## src/sv/mixed_radix_index_decoder_macros.svh

```systemverilog
// assertion macros for the mixed radix index decoder
`ifndef MIXED_RADIX_INDEX_DECODER_MACROS_SVH
`define MIXED_RADIX_INDEX_DECODER_MACROS_SVH

// same-cycle implication, clocked on clk, off during reset
`define MRID_ASSERT_IMP(label, ante, cons, msg) \
  label: assert property (@(posedge clk) disable iff (!rst_n) (ante) |-> (cons)) \
    else $error(msg);

// next-cycle implication, clocked on clk, off during reset
`define MRID_ASSERT_NXT(label, ante, cons, msg) \
  label: assert property (@(posedge clk) disable iff (!rst_n) (ante) |=> (cons)) \
    else $error(msg);

`endif

```

## src/sv/mrid_pkg.sv

```systemverilog
// shared types and codes for the mixed radix index decoder
package mrid_pkg;

  typedef enum logic [2:0] {
    ST_OK           = 3'd0,
    ST_PLAN_INVALID = 3'd1,
    ST_OVERFLOW     = 3'd2,
    ST_SAVE_IN_IDX  = 3'd3,
    ST_INVALID_BYTE = 3'd4,
    ST_OPEN_AT_END  = 3'd5
  } status_t;

  typedef enum logic [1:0] {
    EV_NONE    = 2'd0,
    EV_USE     = 2'd1,
    EV_SAVE    = 2'd2,
    EV_UNKNOWN = 2'd3
  } event_t;

  typedef enum logic [2:0] {
    REG_TERM_RANGE = 3'd0,
    REG_CONT_RANGE = 3'd1,
    REG_MARKERS    = 3'd2,
    REG_TERM_RADIX = 3'd3,
    REG_CONT_RADIX = 3'd4,
    REG_TERM_BIAS  = 3'd5,
    REG_CONT_BIAS  = 3'd6
  } reg_idx_t;

  localparam logic        FUNC_FEED   = 1'b0;
  localparam logic        FUNC_FINISH = 1'b1;

  localparam logic [15:0] TERM_RANGE_RST = 16'h7F00;
  localparam logic [15:0] CONT_RANGE_RST = 16'hFD80;
  localparam logic [15:0] MARKERS_RST    = 16'hFFFE;
  localparam logic [31:0] TERM_RADIX_RST = 32'd128;
  localparam logic [31:0] CONT_RADIX_RST = 32'd128;
  localparam logic [31:0] TERM_BIAS_RST  = 32'd0;
  localparam logic [31:0] CONT_BIAS_RST  = 32'd0;

  typedef struct packed {
    logic [7:0]  term_lo;
    logic [7:0]  term_hi;
    logic [7:0]  cont_lo;
    logic [7:0]  cont_hi;
    logic [7:0]  save_mark;
    logic [7:0]  unk_mark;
    logic [31:0] term_radix;
    logic [31:0] cont_radix;
    logic [31:0] term_bias;
    logic [31:0] cont_bias;
    logic        plan_ok;
  } cfg_t;

  typedef struct packed {
    logic       func;
    logic [7:0] data_byte;
  } in_item_t;

  typedef struct packed {
    status_t     status;
    event_t      kind;
    logic [63:0] value;
  } result_t;

  typedef struct packed {
    logic [63:0] acc;
    logic        open;
  } state_t;

endpackage

```

## src/sv/mrid_cfg.sv

```systemverilog
// configuration register file with plan check
module mrid_cfg (
  input  logic            clk,
  input  logic            rst_n,
  input  logic            psel,
  input  logic            penable,
  input  logic            pwrite,
  input  logic [4:0]      paddr,
  input  logic [31:0]     pwdata,
  output logic [31:0]     prdata,
  output logic            pready,
  output mrid_pkg::cfg_t  cfg,
  output logic            clear
);
  import mrid_pkg::*;

  logic [15:0] term_range_r;
  logic [15:0] cont_range_r;
  logic [15:0] markers_r;
  logic [31:0] term_radix_r;
  logic [31:0] cont_radix_r;
  logic [31:0] term_bias_r;
  logic [31:0] cont_bias_r;
  logic        wr_en;
  logic [2:0]  idx;
  logic        idx_hit;

  assign pready = 1'b1;
  assign idx    = paddr[4:2];
  assign wr_en  = psel && penable && pwrite && pready;

  always_comb begin
    unique case (idx)
      REG_TERM_RANGE: idx_hit = 1'b1;
      REG_CONT_RANGE: idx_hit = 1'b1;
      REG_MARKERS:    idx_hit = 1'b1;
      REG_TERM_RADIX: idx_hit = 1'b1;
      REG_CONT_RADIX: idx_hit = 1'b1;
      REG_TERM_BIAS:  idx_hit = 1'b1;
      REG_CONT_BIAS:  idx_hit = 1'b1;
      default:        idx_hit = 1'b0;
    endcase
  end

  // any write inside the map restarts decoding
  assign clear = wr_en && idx_hit;

  always_ff @(posedge clk) begin
    if (!rst_n) begin
      term_range_r <= TERM_RANGE_RST;
      cont_range_r <= CONT_RANGE_RST;
      markers_r    <= MARKERS_RST;
      term_radix_r <= TERM_RADIX_RST;
      cont_radix_r <= CONT_RADIX_RST;
      term_bias_r  <= TERM_BIAS_RST;
      cont_bias_r  <= CONT_BIAS_RST;
    end else if (wr_en) begin
      unique case (idx)
        REG_TERM_RANGE: term_range_r <= pwdata[15:0];
        REG_CONT_RANGE: cont_range_r <= pwdata[15:0];
        REG_MARKERS:    markers_r    <= pwdata[15:0];
        REG_TERM_RADIX: term_radix_r <= pwdata;
        REG_CONT_RADIX: cont_radix_r <= pwdata;
        REG_TERM_BIAS:  term_bias_r  <= pwdata;
        REG_CONT_BIAS:  cont_bias_r  <= pwdata;
        default: ;
      endcase
    end
  end

  always_comb begin
    unique case (idx)
      REG_TERM_RANGE: prdata = {16'd0, term_range_r};
      REG_CONT_RANGE: prdata = {16'd0, cont_range_r};
      REG_MARKERS:    prdata = {16'd0, markers_r};
      REG_TERM_RADIX: prdata = term_radix_r;
      REG_CONT_RADIX: prdata = cont_radix_r;
      REG_TERM_BIAS:  prdata = term_bias_r;
      REG_CONT_BIAS:  prdata = cont_bias_r;
      default:        prdata = 32'd0;
    endcase
  end

  logic ranges_ok;
  logic disjoint;
  logic save_clear;
  logic unk_clear;

  always_comb begin
    cfg.term_lo    = term_range_r[7:0];
    cfg.term_hi    = term_range_r[15:8];
    cfg.cont_lo    = cont_range_r[7:0];
    cfg.cont_hi    = cont_range_r[15:8];
    cfg.save_mark  = markers_r[7:0];
    cfg.unk_mark   = markers_r[15:8];
    cfg.term_radix = term_radix_r;
    cfg.cont_radix = cont_radix_r;
    cfg.term_bias  = term_bias_r;
    cfg.cont_bias  = cont_bias_r;

    ranges_ok  = (cfg.term_lo <= cfg.term_hi) && (cfg.cont_lo <= cfg.cont_hi);
    disjoint   = (cfg.term_hi < cfg.cont_lo) || (cfg.cont_hi < cfg.term_lo);
    save_clear = !((cfg.save_mark >= cfg.term_lo) && (cfg.save_mark <= cfg.term_hi)) &&
                 !((cfg.save_mark >= cfg.cont_lo) && (cfg.save_mark <= cfg.cont_hi));
    unk_clear  = !((cfg.unk_mark >= cfg.term_lo) && (cfg.unk_mark <= cfg.term_hi)) &&
                 !((cfg.unk_mark >= cfg.cont_lo) && (cfg.unk_mark <= cfg.cont_hi));
    cfg.plan_ok = ranges_ok && disjoint && save_clear && unk_clear &&
                  (cfg.save_mark != cfg.unk_mark) &&
                  (term_radix_r != 32'd0) && (cont_radix_r != 32'd0);
  end

endmodule

```

## config.mk

```make
export PLATFORM = sky130hd
export DESIGN_NAME = mrid_cfg
export DESIGN_NICKNAME = d
export VERILOG_FILES = /design/src/sv/mixed_radix_index_decoder_macros.svh /design/src/sv/mrid_pkg.sv /design/src/sv/mrid_cfg.sv
export SDC_FILE = /design/constraint.sdc
export NUM_CORES = 1
export LEC_CHECK = 0
export ABC_CLOCK_PERIOD_IN_PS = 3630
export CORE_MARGIN = 3
export CORE_UTILIZATION = 40
export CTS_CLUSTER_DIAMETER = 150
export DETAILED_ROUTE_END_ITERATION = 8
export DONT_BUFFER_PORTS = 1
export PLACE_DENSITY_LB_ADDON = 0.05
export SETUP_SLACK_MARGIN = 0.1
export SLEW_MARGIN = 20
export SYNTH_ARGS = -nofsm -noshare
export SYNTH_HDL_FRONTEND = slang
export SYNTH_SLANG_ARGS = --single-unit
```

## constraint.sdc

```tcl
create_clock -name clk -period 3.63 [get_ports clk]
set_input_delay 0.363 -clock clk [delete_from_list [all_inputs] [get_ports clk]]
set_output_delay 0.363 -clock clk [all_outputs]
set_load 0.02 [all_outputs]
```

==> metrics.md <==
| Metric | Value |
|---|---|
| Outcome | `finished clean` |
| Clock-pin slew on the worst setup and hold paths | `0.07 ns` |
| Logic pwr share | `5.9%` |
| Clk_skew | `0 ns` |
| Mapped Cells | `between 1000 and 1500` |
| Area delta synth->final | `9.00%` |
| Hold Crit Depth | `1` |
| Sw Ratio | `roughly 27%` |
| Final Hold Fails | `0` |
| DP HPWL | `28.1 mm` |
| Die ar. | `26900 um2` |
| Largest stage delay, worst path | `between 0.5 and 0.6 ns` |
| Worst-path fanout max | `4` |
| I/O pins | `253` |
| # setup viols final | `0` |
| Die width | `164 um` |
| Critical path's slowest cell | `dfxtp_1` |
| Slew margin rel. | `34.1%` |
| Worst slew pin tran | `0.989 ns` |
| Crit path cell chain | `inv_1 -> ha_1 -> a21oi_1 -> o21ai_0 -> a21oi_1 -> o32ai_1 -> a221o_1 -> nor4_1 -> buf_4` |
| Setup crit end kind | `output pin` |
| 1st-pass router iterations | `5` |
| Most frequent CP cell | `a21oi_1` |
| Syn_nets | `1377` |
| Drt drc | `0` |
| Min-Delay Path Class | `input port to flip-flop` |
| Post-CTS Setup Bufs | `0` |
| Dominant synthesized flop cell | `dfxtp_1` |
| Total Wirelength | `38.9 mm` |
| Starting Density | `between 40% and 50%` |
| Commonest non-fill, non-tap cells in the layout | `nand2_1, dfxtp_1, ha_1` |
| Mean Syn Cell Area | `8.05 um2` |
| Cells on worst reg2reg path | `2` |
| CTS H-tree lvls | `4` |
| FP Rows | `57` |
| Number of diodes | `0` |
| Worst Path Required | `between 3 and 4 ns` |
| Flops & latches, synth | `176` |
| Cts bufs inserted | `17` |
| IO buf count | `0` |
| Clock network fraction of total power | `46.8%` |
| First-pass GRT wire length | `56.8 mm` |
| Min Tclk post-route | `3.39 ns` |
| Internal power | `3.05 mW` |
| VDD IR max | `0.000230 V` |
| Met2 routed WL | `16.9 mm` |
| Static Leakage | `4.09 nW` |
| Met1 wire length | `17.2 mm` |
| Antenna violations before repair | `0` |
| RSZ-0062 raised after global routing | `no` |
| Clock root buffer | `clkbuf_16` |
| Critical path type | `flip-flop to output pin` |
| Clk Latency, worst-skew pair | `0.43 ns` |
| Detailed-route via count | `9043` |
| Initial DRC Count | `945` |
| Most common cell after layout, fill and taps aside | `nand2_1` |
| Routed length on met3 | `4.24 mm` |
| Sw Pwr | `1.16 mW` |
| Nets | `between 1000 and 1500` |
| Vias in the first global route | `8433` |
| Number of max-cap violations | `0` |
| Critical path arrival | `3.02 ns` |
| CTS tree | `yes` |
| Largest net degree at the start of global routing | `about 170` |
| Flop2flop setup slack | `2.55 ns` |
| Top Metal Used | `met4` |
| CTS sink cnt | `176` |
| Setup Total Neg Slack | `0 ns` |
| CORE AREA | `24500 um2` |
| Clock Path Buffers | `2` |
| GR Overflow Total | `0` |
| Register share of total power | `47.3%` |
| Antenna viol nets, final | `0` |
| Yosys cell types | `50` |
| GRT Overall Usage | `28.4%` |
| Avg Vias per Cell | `5.83` |
| Chip height | `164 um` |
| Crit share post-route | `93.3%` |
| Design Power | `4.20 mW` |
| Async SR Flop Fraction | `0%` |
| EDFF count, synth | `0` |
| PD cells | `386 nW/um2` |
| Fin. max-slew vios | `0` |
| Drt wl/cell | `~25 um` |
| Share of cells above drive strength 1 | `6.93%` |
| Setup crit start kind | `flip-flop` |
| Top achievable clock speed | `about 300 MHz` |
| Sequential share of the synthesized area | `35.3%` |
| RePlAce Congestion | `0.849` |
| Synth Cell Area | `9990 um2` |
| YS warnings | `0` |
-- state kept, by name (all words and copies together) (netlist names) --
signal	flops
term_range_r	16
cont_bias_r	32
term_bias_r	32
cont_range_r	16
term_radix_r	32
cont_radix_r	32
markers_r	16
-- stage by stage --
| stage | hold slack [ns] | setup WS (ns) | utilization [%] | cells | area, um2 |
|---|---|---|---|---|---|
| 2_1_floorplan | 0.487 | 0.926 | - | 1241 | 9990 |
| 3_3_place_gp | 0.453 | 0.723 | 41.9 | 1517 | 10300 |
| 3_5_place_dp | 0.451 | 0.670 | 41.9 | 1517 | 10300 |
| 4_1_cts | 0.00312 | 0.181 | 44.5 | 1550 | 10900 |
| 5_1_grt | 0.0167 | 0.122 | 44.5 | 1551 | 10900 |
| 6_report | 0.0337 | 0.245 | 44.5 | 1551 | 10900 |
-- per-layer routing --
layer / vias up / GRT usage, %
met5: - / 0
met4: 0 / 5.04
met3: 28 / 9.71
met2: 391 / 42.5
met1: 4335 / 40.0
li1: 4289 / -
-- cell type report --
| cell class | count | area, um2 |
|---|---|---|
| sequential | 176 | 3520 |
| clock inverter | 14 | 186 |
| timing repair buffer | 35 | 280 |
| tap | 324 | 405 |
| clock buffer | 18 | 429 |
| multi-input combinational | 951 | 5940 |
| inverter | 33 | 124 |
| fill | 2465 | 13600 |
-- final timing paths --
check,end,startpoint
min reg2reg,cont_bias_r[4],cont_bias_r[4]
min,term_range_r[8],rst_n
max reg2reg,cont_range_r[7],cont_range_r[7]
max,cfg[0],cont_range_r[7]
-- repair_timing --
item,CTS,global route
endpoints found under the hold margin,4,1
hold buffers,1,1
endpoints found under the setup margin,0,1
resized for setup,0,1
-- power by group through the flow --
stage               clock network, mW  logic, mW  registers [mW]
floorplan                           0      0.213            2.03
global placement                    0      0.243            2.03
detailed placement                  0      0.244            2.03
CTS                              1.99      0.248            1.99
global route                     2.07      0.269            1.99
finish                           1.97      0.248            1.99
-- critical path: cells and delay by family, from the launching register on --
kind            cells  cell delay [ns]
buf+inv             2             0.45
simple gates        1             0.33
compound gates      5             0.88
fa+ha+maj           1             0.35
flops               1             0.57
-- cells by family (layout without fill, tap and decap cells) --
kind of cell,count (synthesis),count (layout),synth area share (%)
fa+ha+maj,94,94,11.8
buf+inv,114,100,5.38
mux,27,27,3.56
other cells,1,1,0.0375
simple gates,510,510,21.6
xor+xnor,8,8,0.701
compound gates,311,311,21.7
flops,176,176,35.3
-- cells in the mapped netlist (3+ instances only) --
library cell | instances | share of area, %
nand2_1 | 383 | 14
dfxtp_1 | 176 | 35
ha_1 | 94 | 12
a21boi_0 | 82 | 6.2
a21boi_1 | 62 | 4.7
a22oi_1 | 47 | 3.5
a21oi_1 | 42 | 2.1
buf_2 | 37 | 1.9
inv_1 | 33 | 1.2
o21ai_0 | 30 | 1.5
clkbuf_1 | 29 | 1.1
nand3_1 | 26 | 1.3
nor2_1 | 25 | 0.94
nand4_1 | 18 | 1.1
nor4_1 | 18 | 1.1
o211ai_1 | 18 | 1.4
buf_4 | 13 | 0.98
mux2i_1 | 13 | 1.3
nor2b_1 | 9 | 0.56
mux2_2 | 8 | 0.90
nor3_1 | 8 | 0.40
xnor2_1 | 8 | 0.70
and2_1 | 7 | 0.44
a22o_1 | 6 | 0.53
mux4_2 | 6 | 1.4
a211oi_1 | 4 | 0.30
and3_1 | 4 | 0.25
a21o_1 | 3 | 0.23
nor3b_1 | 3 | 0.23
o221ai_1 | 3 | 0.26
Power figures use the tool's default switching activity.
